**config.mk**
```make
export PLATFORM = sky130hd
export DESIGN_NAME = pooled_slot_allocator_unit
export DESIGN_NICKNAME = d
export VERILOG_FILES = /design/src/sv/psa_pkg.sv /design/src/sv/psa_dp.sv /design/src/sv/psa_ctrl.sv /design/src/sv/pooled_slot_allocator_unit.sv
export SDC_FILE = /design/constraint.sdc
export NUM_CORES = 1
export LEC_CHECK = 0
export BUFFER_PORTS_ARGS = -buffer_cell sky130_fd_sc_hd__buf_2
export CORE_MARGIN = 2
export CORE_UTILIZATION = 49
export CTS_CLUSTER_DIAMETER = 100
export DETAILED_ROUTE_END_ITERATION = 6
export HOLD_SLACK_MARGIN = 0.1
export PLACE_DENSITY_LB_ADDON = 0.2
export SETUP_SLACK_MARGIN = 0.4
export SLEW_MARGIN = 5
export SYNTH_ARGS = -nofsm -noshare
export SYNTH_HDL_FRONTEND = slang
export SYNTH_SLANG_ARGS = --single-unit
```
**constraint.sdc**
```tcl
create_clock -name i_clk -period 5.4 [get_ports i_clk]
set_clock_uncertainty 0.1 [all_clocks]
set_input_delay 1.08 -clock i_clk [delete_from_list [all_inputs] [get_ports i_clk]]
set_output_delay 1.08 -clock i_clk [all_outputs]
set_load 0.01 [all_outputs]
```
**src/sv/psa_pkg.sv**
```systemverilog
package psa_pkg;

    localparam int POOL_SIZE = 32;
    localparam int SLOT_W    = $clog2(POOL_SIZE);
    localparam int LINK_W    = $clog2(POOL_SIZE + 1);

    localparam logic [LINK_W-1:0] NIL_LINK = LINK_W'(POOL_SIZE);

    typedef enum logic {
        OP_ALLOC   = 1'b0,
        OP_RELEASE = 1'b1
    } t_op;

    typedef enum logic [1:0] {
        ST_OK         = 2'd0,
        ST_REJECTED   = 2'd1,
        ST_EMPTY      = 2'd2,
        ST_NOT_ACTIVE = 2'd3
    } t_status;

    typedef struct packed {
        logic              operation;
        logic [4:0]        slot_number;
        logic              expression_ok;
    } t_in_item;

    typedef struct packed {
        t_status           status;
        logic [4:0]        granted_slot;
    } t_out_item;

    typedef enum logic [2:0] {
        S_IDLE,
        S_ALLOC,
        S_CHECK,
        S_UNLINK,
        S_PUSH,
        S_DONE
    } t_state;

    typedef enum logic {
        RD_FREE,
        RD_CUR
    } t_rd_sel;

    // controller to datapath
    typedef struct packed {
        logic    load;
        logic    rd_en;
        t_rd_sel rd_sel;
        logic    step;
        logic    hold;
        logic    alloc;
        logic    unlink;
        logic    push;
        logic    res_en;
        t_status res_status;
        logic    res_grant;
        logic    out_load;
    } t_dp_cmd;

    // datapath to controller
    typedef struct packed {
        logic ok;
        logic free_empty;
        logic walk_end;
        logic walk_match;
    } t_dp_sts;

endpackage

```
**src/sv/psa_dp.sv**
```systemverilog
module psa_dp
    import psa_pkg::*;
(
    input  logic      i_clk,
    input  logic      i_rst_n,
    input  t_in_item  i_in_data,
    input  t_dp_cmd   i_cmd,
    output t_dp_sts   o_sts,
    output t_out_item o_out_data
);

    logic [LINK_W-1:0] r_link_mem [POOL_SIZE];
    logic [POOL_SIZE-1:0] r_vld;
    logic [LINK_W-1:0] r_rd_data;

    logic [LINK_W-1:0] r_active_head;
    logic [LINK_W-1:0] r_free_head;
    logic [LINK_W-1:0] r_cur;
    logic [LINK_W-1:0] r_prev;
    logic [LINK_W-1:0] r_steps;
    logic              r_use_rd;
    logic [4:0]        r_num;
    logic              r_ok;
    t_out_item         r_res;
    t_out_item         r_out;

    logic [LINK_W-1:0] rd_link;
    logic [LINK_W-1:0] cur_eff;
    logic [SLOT_W-1:0] rd_addr;
    logic              wr_en;
    logic [SLOT_W-1:0] wr_addr;
    logic [LINK_W-1:0] wr_data;

    function automatic logic [LINK_W-1:0] clamp_link(input logic [LINK_W-1:0] l);
        return (l >= NIL_LINK) ? NIL_LINK : l;
    endfunction

    assign rd_link = clamp_link(r_rd_data);
    assign cur_eff = r_use_rd ? rd_link : r_cur;

    assign o_sts.ok         = r_ok;
    assign o_sts.free_empty = (r_free_head >= NIL_LINK);
    assign o_sts.walk_end   = (cur_eff >= NIL_LINK) || (r_steps == LINK_W'(POOL_SIZE));
    assign o_sts.walk_match = (cur_eff == LINK_W'(r_num));

    assign o_out_data = r_out;

    always_comb begin
        rd_addr = (i_cmd.rd_sel == RD_CUR) ? cur_eff[SLOT_W-1:0] : r_free_head[SLOT_W-1:0];
        wr_en   = 1'b0;
        wr_addr = r_free_head[SLOT_W-1:0];
        wr_data = r_active_head;
        if (i_cmd.alloc) begin
            wr_en   = 1'b1;
            wr_addr = r_free_head[SLOT_W-1:0];
            wr_data = r_active_head;
        end else if (i_cmd.unlink) begin
            wr_en   = (r_prev != NIL_LINK);
            wr_addr = r_prev[SLOT_W-1:0];
            wr_data = rd_link;
        end else if (i_cmd.push) begin
            wr_en   = 1'b1;
            wr_addr = r_cur[SLOT_W-1:0];
            wr_data = r_free_head;
        end
    end

    // link memory; an entry never written reads as its reset link
    always_ff @(posedge i_clk) begin
        if (wr_en) begin
            r_link_mem[wr_addr] <= wr_data;
        end
        if (i_cmd.rd_en) begin
            r_rd_data <= r_vld[rd_addr] ? r_link_mem[rd_addr] : LINK_W'(rd_addr) + LINK_W'(1);
        end
    end

    always_ff @(posedge i_clk) begin
        if (!i_rst_n) begin
            r_vld         <= '0;
            r_active_head <= NIL_LINK;
            r_free_head   <= '0;
        end else begin
            if (wr_en) begin
                r_vld[wr_addr] <= 1'b1;
            end
            if (i_cmd.alloc) begin
                r_active_head <= r_free_head;
                r_free_head   <= rd_link;
            end
            if (i_cmd.unlink && (r_prev == NIL_LINK)) begin
                r_active_head <= rd_link;
            end
            if (i_cmd.push) begin
                r_free_head <= r_cur;
            end
        end
    end

    always_ff @(posedge i_clk) begin
        if (i_cmd.load) begin
            r_num    <= i_in_data.slot_number;
            r_ok     <= i_in_data.expression_ok;
            r_cur    <= r_active_head;
            r_prev   <= NIL_LINK;
            r_steps  <= '0;
            r_use_rd <= 1'b0;
        end
        if (i_cmd.step) begin
            r_prev   <= cur_eff;
            r_steps  <= r_steps + LINK_W'(1);
            r_use_rd <= 1'b1;
        end
        if (i_cmd.hold) begin
            r_cur    <= cur_eff;
            r_use_rd <= 1'b0;
        end
        if (i_cmd.res_en) begin
            r_res.status       <= i_cmd.res_status;
            r_res.granted_slot <= i_cmd.res_grant ? 5'(r_free_head[SLOT_W-1:0]) : 5'd0;
        end
        if (i_cmd.out_load) begin
            r_out <= r_res;
        end
    end

endmodule

```
**src/sv/psa_ctrl.sv**
```systemverilog
module psa_ctrl
    import psa_pkg::*;
(
    input  logic    i_clk,
    input  logic    i_rst_n,
    input  logic    i_in_valid,
    input  logic    i_op,
    input  logic    i_out_stall,
    input  t_dp_sts i_sts,
    output logic    o_in_stall,
    output logic    o_out_valid,
    output t_dp_cmd o_cmd
);

    t_state r_state;
    t_state n_state;
    logic   r_out_valid;
    logic   n_out_valid;

    always_ff @(posedge i_clk) begin
        if (!i_rst_n) begin
            r_state     <= S_IDLE;
            r_out_valid <= 1'b0;
        end else begin
            r_state     <= n_state;
            r_out_valid <= n_out_valid;
        end
    end

    always_comb begin
        n_state    = r_state;
        o_cmd      = '0;
        o_in_stall = 1'b1;
        case (r_state)
            S_IDLE: begin
                o_in_stall = 1'b0;
                if (i_in_valid) begin
                    o_cmd.load   = 1'b1;
                    o_cmd.rd_en  = 1'b1;
                    o_cmd.rd_sel = RD_FREE;
                    n_state      = (t_op'(i_op) == OP_RELEASE) ? S_CHECK : S_ALLOC;
                end
            end
            S_ALLOC: begin
                o_cmd.res_en = 1'b1;
                if (!i_sts.ok) begin
                    o_cmd.res_status = ST_REJECTED;
                end else if (i_sts.free_empty) begin
                    o_cmd.res_status = ST_EMPTY;
                end else begin
                    o_cmd.alloc      = 1'b1;
                    o_cmd.res_status = ST_OK;
                    o_cmd.res_grant  = 1'b1;
                end
                n_state = S_DONE;
            end
            S_CHECK: begin
                if (i_sts.walk_end) begin
                    o_cmd.res_en     = 1'b1;
                    o_cmd.res_status = ST_NOT_ACTIVE;
                    n_state          = S_DONE;
                end else if (i_sts.walk_match) begin
                    o_cmd.hold   = 1'b1;
                    o_cmd.rd_en  = 1'b1;
                    o_cmd.rd_sel = RD_CUR;
                    n_state      = S_UNLINK;
                end else begin
                    o_cmd.step   = 1'b1;
                    o_cmd.rd_en  = 1'b1;
                    o_cmd.rd_sel = RD_CUR;
                end
            end
            S_UNLINK: begin
                o_cmd.unlink = 1'b1;
                n_state      = S_PUSH;
            end
            S_PUSH: begin
                o_cmd.push       = 1'b1;
                o_cmd.res_en     = 1'b1;
                o_cmd.res_status = ST_OK;
                n_state          = S_DONE;
            end
            S_DONE: begin
                if (!r_out_valid || !i_out_stall) begin
                    o_cmd.out_load = 1'b1;
                    n_state        = S_IDLE;
                end
            end
            default: begin
                n_state = S_IDLE;
            end
        endcase
    end

    always_comb begin
        n_out_valid = r_out_valid;
        if (o_cmd.out_load) begin
            n_out_valid = 1'b1;
        end else if (!i_out_stall) begin
            n_out_valid = 1'b0;
        end
    end

    assign o_out_valid = r_out_valid;

endmodule

```
**src/sv/pooled_slot_allocator_unit.sv**
```systemverilog
// Pooled slot allocator: keeps POOL_SIZE numbered slots on a last-in first-out
// free list and an active list, both chained through one link memory. Each
// input item gives exactly one result item. An allocate steps through accept
// and read the free head's link, allocate, then hand the result to the output
// register. A release walks the active list one link per cycle through the
// link memory's registered read port: accept, up to POOL_SIZE link checks,
// unlink, push onto the free list, result. A miss ends after its last check,
// with no unlink or push. The result step waits while the output register
// still holds a stalled result. One item is worked at a time; the input
// stalls until the current item has left for the output register, which
// holds a finished result while the next item is accepted. After reset the
// link memory reads as its reset chain at once; no clearing pass is needed.
module pooled_slot_allocator_unit
    import psa_pkg::*;
(
    input  logic      i_clk,
    input  logic      i_rst_n,
    input  logic      i_in_valid,
    output logic      o_in_stall,
    input  t_in_item  i_in_data,
    output logic      o_out_valid,
    input  logic      i_out_stall,
    output t_out_item o_out_data
);

    t_dp_cmd dp_cmd;
    t_dp_sts dp_sts;

    // sequence each item: accept, walk or allocate, write back, hand off
    psa_ctrl u_ctrl (
        .i_clk       (i_clk),
        .i_rst_n     (i_rst_n),
        .i_in_valid  (i_in_valid),
        .i_op        (i_in_data.operation),
        .i_out_stall (i_out_stall),
        .i_sts       (dp_sts),
        .o_in_stall  (o_in_stall),
        .o_out_valid (o_out_valid),
        .o_cmd       (dp_cmd)
    );

    // hold list heads, link memory, walk pointers and the result registers
    psa_dp u_dp (
        .i_clk      (i_clk),
        .i_rst_n    (i_rst_n),
        .i_in_data  (i_in_data),
        .i_cmd      (dp_cmd),
        .o_sts      (dp_sts),
        .o_out_data (o_out_data)
    );

endmodule
```
; Word-level counts from Yosys, hierarchy flattened
; Memory sizes are Yosys's and may differ from the RTL's.
; Index checks and enable logic that the tools add are counted.
; Widths: inputs -> output; s select.
[op_classes]
n_addsub = 2
order_cmp = 6
n_eq_ne = 13
mux = 58
n_bitwise = 1
n_reduce_logical = 13
[op_table]
columns = cell, n
row1 = $mux 6, 16
row2 = $or 32x32->32, 1
row3 = $mux 1, 22
row4 = $mux 5, 4
row5 = $ge 6x6->1 const B, 3
row6 = $mux 3, 6
row7 = $pmux 3 s5, 1
row8 = $eq 6x6->1 const B, 2
row9 = $lt 5x6->1 const B, 2
row10 = $pmux 3 s3, 1
row11 = $mux 2, 4
row12 = $reduce_bool 2->1, 4
row13 = $add 5x1->6 const B, 1
row14 = $add 6x1->6 const B, 1
row15 = $eq 3x2->1 const B, 2
row16 = $eq 3x3->1 const B, 2
row17 = $eq 6x5->1, 1
row18 = $ne 6x6->1 const B, 1
row19 = $bmux 1 s5, 1
row20 = $demux 1 s5, 1
row21 = $ge 5x1->1 const B, 1
row22 = $mux 4, 1
row23 = $ne 2x1->1 const B, 2
row24 = $pmux 2 s2, 1
row25 = 9 further kinds, 12
[totals]
reg_bits = 93
mem_bits_rw = 192
inputBits = 11
out_inout_bits = 9
wordCells = 110
memories = 1
[mem_list]
columns = memory, words, word_bits, rd, rd_clocked_by_memory_dff, write_ports, line
row1 = u_dp.r_link_mem, 32, 6, 1, 0, 1, psa_dp.sv:12  ; logic [LINK_W-1:0] r_link_mem [POOL_SIZE];

; Longest topological paths before layout
[depth]
word_depth = 11
ltp_mapped = 14
depth_no_buf = 10

; Cells and area by module
; Synthesis repeated with hierarchy kept, for this count alone.
[hier_totals]
cells_unflattened = 928
hier_area_um2 = 12440.7
[modules_own_cells]
columns = module, n_inst, cells_per_inst, area_each_um2, seq_area_each_um2
row1 = psa_dp, 1, 879, 12086.6, 7987.7
row2 = psa_ctrl, 1, 49, 354.1, 80.1

; Worst setup path after synthesis
; OpenSTA, ideal clock, no wires.
[synth_path]
path_type = flip-flop to flip-flop
from = reg u_dp.r_steps[0]
to = reg u_dp.r_rd_data[4], data pin
setup_ns = 0.274
arrival_time_ns = 2.546
required_time_ns = 5.026
path_slack_ns = 2.480
path_stages_with_launch = 14
path_buffers = 3
synth_period_minus_slack_ns = 2.920
path_cell_list = edfxtp_1 -> inv_1 -> ha_1 -> nand4bb_1 -> o2111a_1 -> buf_6 -> mux2_4 -> buf_8 -> buf_6 -> mux2_1 -> o221ai_1 -> a221oi_1 -> nor4_1 -> mux2i_1
[synth_between]
elab_chain_cells = 8
word_cells_on_any_way = 10
cone_classes = 1 x add/sub / 1 x eq/ne / 6 x mux / 1 x reduce/logical / 1 x memory
[synth_rtl]
columns = element, line
row1 = "start, declared", psa_dp.sv:20  ; logic [LINK_W-1:0] r_steps;
row2 = "start signal, assigned", psa_dp.sv:111  ; r_steps <= r_steps + LINK_W'(1);
row3 = $eq 6x6->1 *, psa_dp.sv:43  ; assign o_sts.walk_end = (cur_eff >= NIL_LINK) || (r_steps == LINK_W'(POOL_SIZE));
row4 = $logic_or 1x1->1 *, psa_dp.sv:43
row5 = $mux 4 *, psa_ctrl.sv:58  ; if (i_sts.walk_end) begin
row6 = $pmux 2 s2 *, psa_ctrl.sv:34  ; case (r_state)
row7 = $mux 5 *, psa_dp.sv:49  ; rd_addr = (i_cmd.rd_sel == RD_CUR) ? cur_eff[SLOT_W-1:0] : r_free_head[SLOT_W-1:0];
row8 = $bmux 1 s5, psa_dp.sv:74  ; r_rd_data <= r_vld[rd_addr] ? r_link_mem[rd_addr] : LINK_W'(rd_addr) + LINK_W'(1);
row9 = $mux 1 (implied by the code), psa_dp.sv:74
row10 = $mux 6 *, psa_dp.sv:74
row11 = "end signal, assigned", psa_dp.sv:74
row12 = "end, declared", psa_dp.sv:14  ; logic [LINK_W-1:0] r_rd_data;
; Mark *: on every way between the ends. The rest lies on a longest branch, timed or not. The select of a mux whose other input is x is not followed.
; A chain may end at the register's enable or synchronous reset.

; Worst setup path in the final report
[layout_path]
from = reg u_dp.r_use_rd
to = reg u_dp.r_rd_data[2], data pin
[layout_between]
elab_chain_cells = 9
word_cells_on_any_way = 11
cone_classes = 1 x add/sub / 1 x order compare / 7 x mux / 1 x reduce/logical / 1 x memory
[layout_rtl]
columns = element, line
row1 = "start, declared", psa_dp.sv:21  ; logic r_use_rd;
row2 = "start signal, assigned", psa_dp.sv:107  ; r_use_rd <= 1'b0;
row3 = "start signal, assigned", psa_dp.sv:112  ; r_use_rd <= 1'b1;
row4 = "start signal, assigned", psa_dp.sv:116  ; r_use_rd <= 1'b0;
row5 = $mux 6 *, psa_dp.sv:39  ; assign cur_eff = r_use_rd ? rd_link : r_cur;
row6 = $ge 6x6->1, psa_dp.sv:43
row7 = $logic_or 1x1->1, psa_dp.sv:43
row8 = $mux 4, psa_ctrl.sv:58
row9 = $pmux 2 s2, psa_ctrl.sv:34
row10 = $mux 5 *, psa_dp.sv:49
row11 = $bmux 1 s5, psa_dp.sv:74
row12 = $mux 1 (implied by the code), psa_dp.sv:74
row13 = $mux 6 *, psa_dp.sv:74
; Marks and branches as above.

==> impl_metrics.env <==
export IMPL_status="completed"
export IMPL_viasPerCell=5.80
export IMPL_cts_resized=0
export IMPL_max_freq_mhz=228
export IMPL_numClockSinks=285
export IMPL_r2r_end="u_dp.r_rd_data[2]$_DFFE_PP_"
export IMPL_synth_most_common_cell="edfxtp_1"
export IMPL_synth_top_area_cell="edfxtp_1"
export IMPL_fin_ws_ns=1.01
export IMPL_tightest_slew_ns=1.06
export IMPL_ys_seq_area_share_pct=66.0
export IMPL_post_dp_hpwl_mm=17.9
export IMPL_syn2layout_area_growth_pct=11.3
export IMPL_diodes=0
export IMPL_cts_path_max_buffers=3
export IMPL_yosys_warnings=0
export IMPL_setup_viol=0
export IMPL_nFillCells=1998
export IMPL_crit_chain="mux2i_4, o2111a_1, mux2i_4, buf_4, mux2i_1, o22ai_1, or4_1, mux2i_1"
export IMPL_whs_endpoint="u_dp.o_out_data[4]$_DFFE_PP_"
export IMPL_clockPowerShare_pct=34.0
export IMPL_ioPinCount=20
export IMPL_holdBufCountCts=0
export IMPL_critPathTopFamily="multiplexers"
export IMPL_synthArstFlopShare_pct=0
export IMPL_drive_gt1_share_pct=13.2
export IMPL_critPathKind="reg -> reg"
export IMPL_first_global_vias=6954
export IMPL_synth_top_cell_area_share_pct=57.9
export IMPL_grt_setup_unrepaired="no"
export IMPL_fin_crit_ns=4.39
export IMPL_swShare_pct=29.3
export IMPL_crit_path_end_kind="flop"
export IMPL_hold_viol_final=0
export IMPL_fin_crit_sh_pct=81.3
export IMPL_syn_area_sq_um=12200
export IMPL_core_rowCount=57
export IMPL_drt_initial_drc_count=676
export IMPL_seqPwrFrac_pct=44.9
export IMPL_io_buffers=19
export IMPL_dp_slack_ns=1.01
export IMPL_antenna_found_initial=0
export IMPL_clock_latency_ns=0.56
export IMPL_synth_nets=893
export IMPL_cpMaxStageDelayCell="o2111a_1"
export IMPL_die_y_microns=162
export IMPL_die_w_microns=162
export IMPL_vias=7220
export IMPL_clk_pin_slew_ns=0.06
export IMPL_cts_setup_buffers=0
export IMPL_synth_edf_count=236
export IMPL_grt_total_usage_pct=21.2
export IMPL_synth_area_leaders="edfxtp_1, mux2i_1, dfxtp_1"
export IMPL_hold_depth=0
export IMPL_critPathMaxFanout=25
export IMPL_finalSetupTns_ns=0
export IMPL_initial_core_util_pct=50.1
export IMPL_pwr_share_comb_pct=21.1
export IMPL_holdCritStartpoint="u_dp.r_res[4]$_SDFFCE_PN0P_"
export IMPL_crit_required_ns=5.71
export IMPL_synthTopCellsByCount="edfxtp_1, mux2i_1, nor2_1"
export IMPL_die_area_sq_um=26200
export IMPL_switchingPower_mw=1.85
export IMPL_detail_route_antenna_nets=0
export IMPL_cp_start_kind="flop"
export IMPL_grt_overflow=0
export IMPL_wire_per_inst_microns=22.1
export IMPL_place_congestion=0.856
export IMPL_grt_pass1_wl_mm=42.5
export IMPL_cts_tree="done"
export IMPL_root_buffer="clkbuf_16"
export IMPL_h_tree_depth=1
export IMPL_r2r_start="u_dp.r_use_rd$_SDFFE_PP0P_"
export IMPL_numCtsBuffers=30
export IMPL_synthFlopType="edfxtp_1"
export IMPL_drv_cap=0
export IMPL_ys_ff_latch=285
export IMPL_peakVddDrop_v=0.000301
export IMPL_power_leakage_nw=4.99
export IMPL_hp_class="reg -> reg"
export IMPL_crit_arrival_ns=4.70
export IMPL_drcViolationCount=0
export IMPL_dr_pass1_iters=4
export IMPL_yosysUniqueCellTypes=61
export IMPL_power_density_nw_per_um2=462
export IMPL_r2r_setup_slack_ns=1.01
export IMPL_fin_nets=910
export IMPL_syn_avg_cell_area_sq_um=13.9
export IMPL_relSlewSlack_pct=29.0
export IMPL_p_int_mw=4.45
export IMPL_syn_inst=880
export IMPL_cpPeakStageDelay_ns=0.79
export IMPL_slew_viol_final=0
export IMPL_drt_total_wl_mm=27.5
export IMPL_crit_buf_inv=1
export IMPL_crit_start="u_dp.r_use_rd$_SDFFE_PP0P_"
export IMPL_core_area_sq_um=24400
export IMPL_grt_max_degree=85
export IMPL_r2r_cells=8
-- power groups by stage --
stage / clock network (mW) / logic [mW] / registers, mW
after floorplan: 0 / 0.979 / 2.80
after global placement: 0 / 1.31 / 2.87
after global routing: 2.26 / 1.45 / 2.84
after CTS: 2.17 / 1.33 / 2.82
after detailed placement: 0 / 1.33 / 2.87
final: 2.14 / 1.33 / 2.82
-- cells in the final DEF, fill, tap and decap left out, types with 5 or more instances in the layout --
master | netlist | routed
o21ai_0 | 10 | 10
edfxtp_1 | 236 | 236
nand3_1 | 6 | 6
o21a_1 | 32 | 32
a22oi_1 | 5 | 5
xnor2_1 | 8 | 8
a21oi_1 | 14 | 14
nor2_1 | 84 | 78
a32oi_1 | 10 | 10
clkbuf_16 | 0 | 32
mux2i_1 | 130 | 129
nor2_2 | 0 | 6
mux2_2 | 23 | 23
nand2_1 | 81 | 81
nor2b_1 | 12 | 12
a221oi_1 | 5 | 5
buf_2 | 10 | 19
nor3_1 | 10 | 10
dfxtp_1 | 49 | 49
a21boi_0 | 9 | 9
buf_4 | 3 | 9
and3_1 | 7 | 7
and2_1 | 10 | 10
inv_1 | 7 | 7
o22ai_1 | 28 | 28
clkinv_2 | 0 | 9
-- through the flow --
stage | std cells | power [mW] | utilization, % | hold slack (ns) | instance area [sq um]
final | 1244 | 6.29 | 55.8 | 0.319 | 13600
after global routing | 1244 | 6.55 | 55.8 | 0.326 | 13600
after CTS | 1244 | 6.32 | 55.8 | 0.321 | 13600
after detailed placement | 1189 | 4.20 | 51.5 | 0.305 | 12600
after global placement | 1189 | 4.18 | 51.5 | 0.302 | 12600
after floorplan | 880 | 3.78 | - | 0.300 | 12200
-- cells by family after synthesis --
group,count (synthesis),share of synthesized area [%]
flip-flops,285,66.0
AND/OR/NAND/NOR,232,8.60
multiplexers,162,14.0
AO/OA/AOI/OAI,136,7.98
buffers and inverters,51,2.37
XOR/XNOR,12,0.859
adder cells (fa/ha/maj),2,0.205
-- sequential cells by signal, indices dropped and copies added, names as in the netlist, 7 cells and up --
signal	cells
u_dp.r_vld	32
u_dp.r_res	7
u_dp.o_out_data	7
u_dp.r_link_mem	192
-- metal layers --
layer	GRT usage [%]	up-vias	share of wire, %	wire length, microns
li1	-	3369	-	-
met1	30.4	3580	45	12500
met2	34.5	232	47	12900
met3	2.94	39	5.5	1510
met4	5.19	0	2.1	566
met5	0	-	0	0
-- worst reg2reg max path: cells and delay by family, from the launching register on --
kind	cells	cell delay (ns)
AOI/OAI and AO/OA	2	0.92
muxes	4	1.56
buffers and inverters	1	0.48
DFF	1	0.66
and+or+nand+nor	1	0.54
-- how the worst max path moves through the flow --
stage / to / slack (ns) / cells past startpoint
2_1_floorplan: u_dp.r_rd_data[4]$_DFFE_PP_ / 2.48 / 13
3_3_place_gp: u_dp.r_rd_data[2]$_DFFE_PP_ / 1.18 / 8
3_5_place_dp: u_dp.r_rd_data[2]$_DFFE_PP_ / 1.01 / 8
4_1_cts: u_dp.r_rd_data[2]$_DFFE_PP_ / 1.01 / 8
5_1_grt: u_dp.r_rd_data[0]$_DFFE_PP_ / 0.82 / 9
6_report: u_dp.r_rd_data[2]$_DFFE_PP_ / 1.01 / 8
-- cell type report --
cell class,count,area (sq um),area share (%)
Clock buffer,36,826,6.07
Clock inverter,19,215,1.58
Multi-Input combinational cell,544,3890,28.6
Tap cell,324,405,2.98
Sequential cell,285,8070,59.3
Timing Repair Buffer,29,183,1.34
Inverter,7,26.3,0.193
No activity file was read; power rests on OpenSTA's default activity.
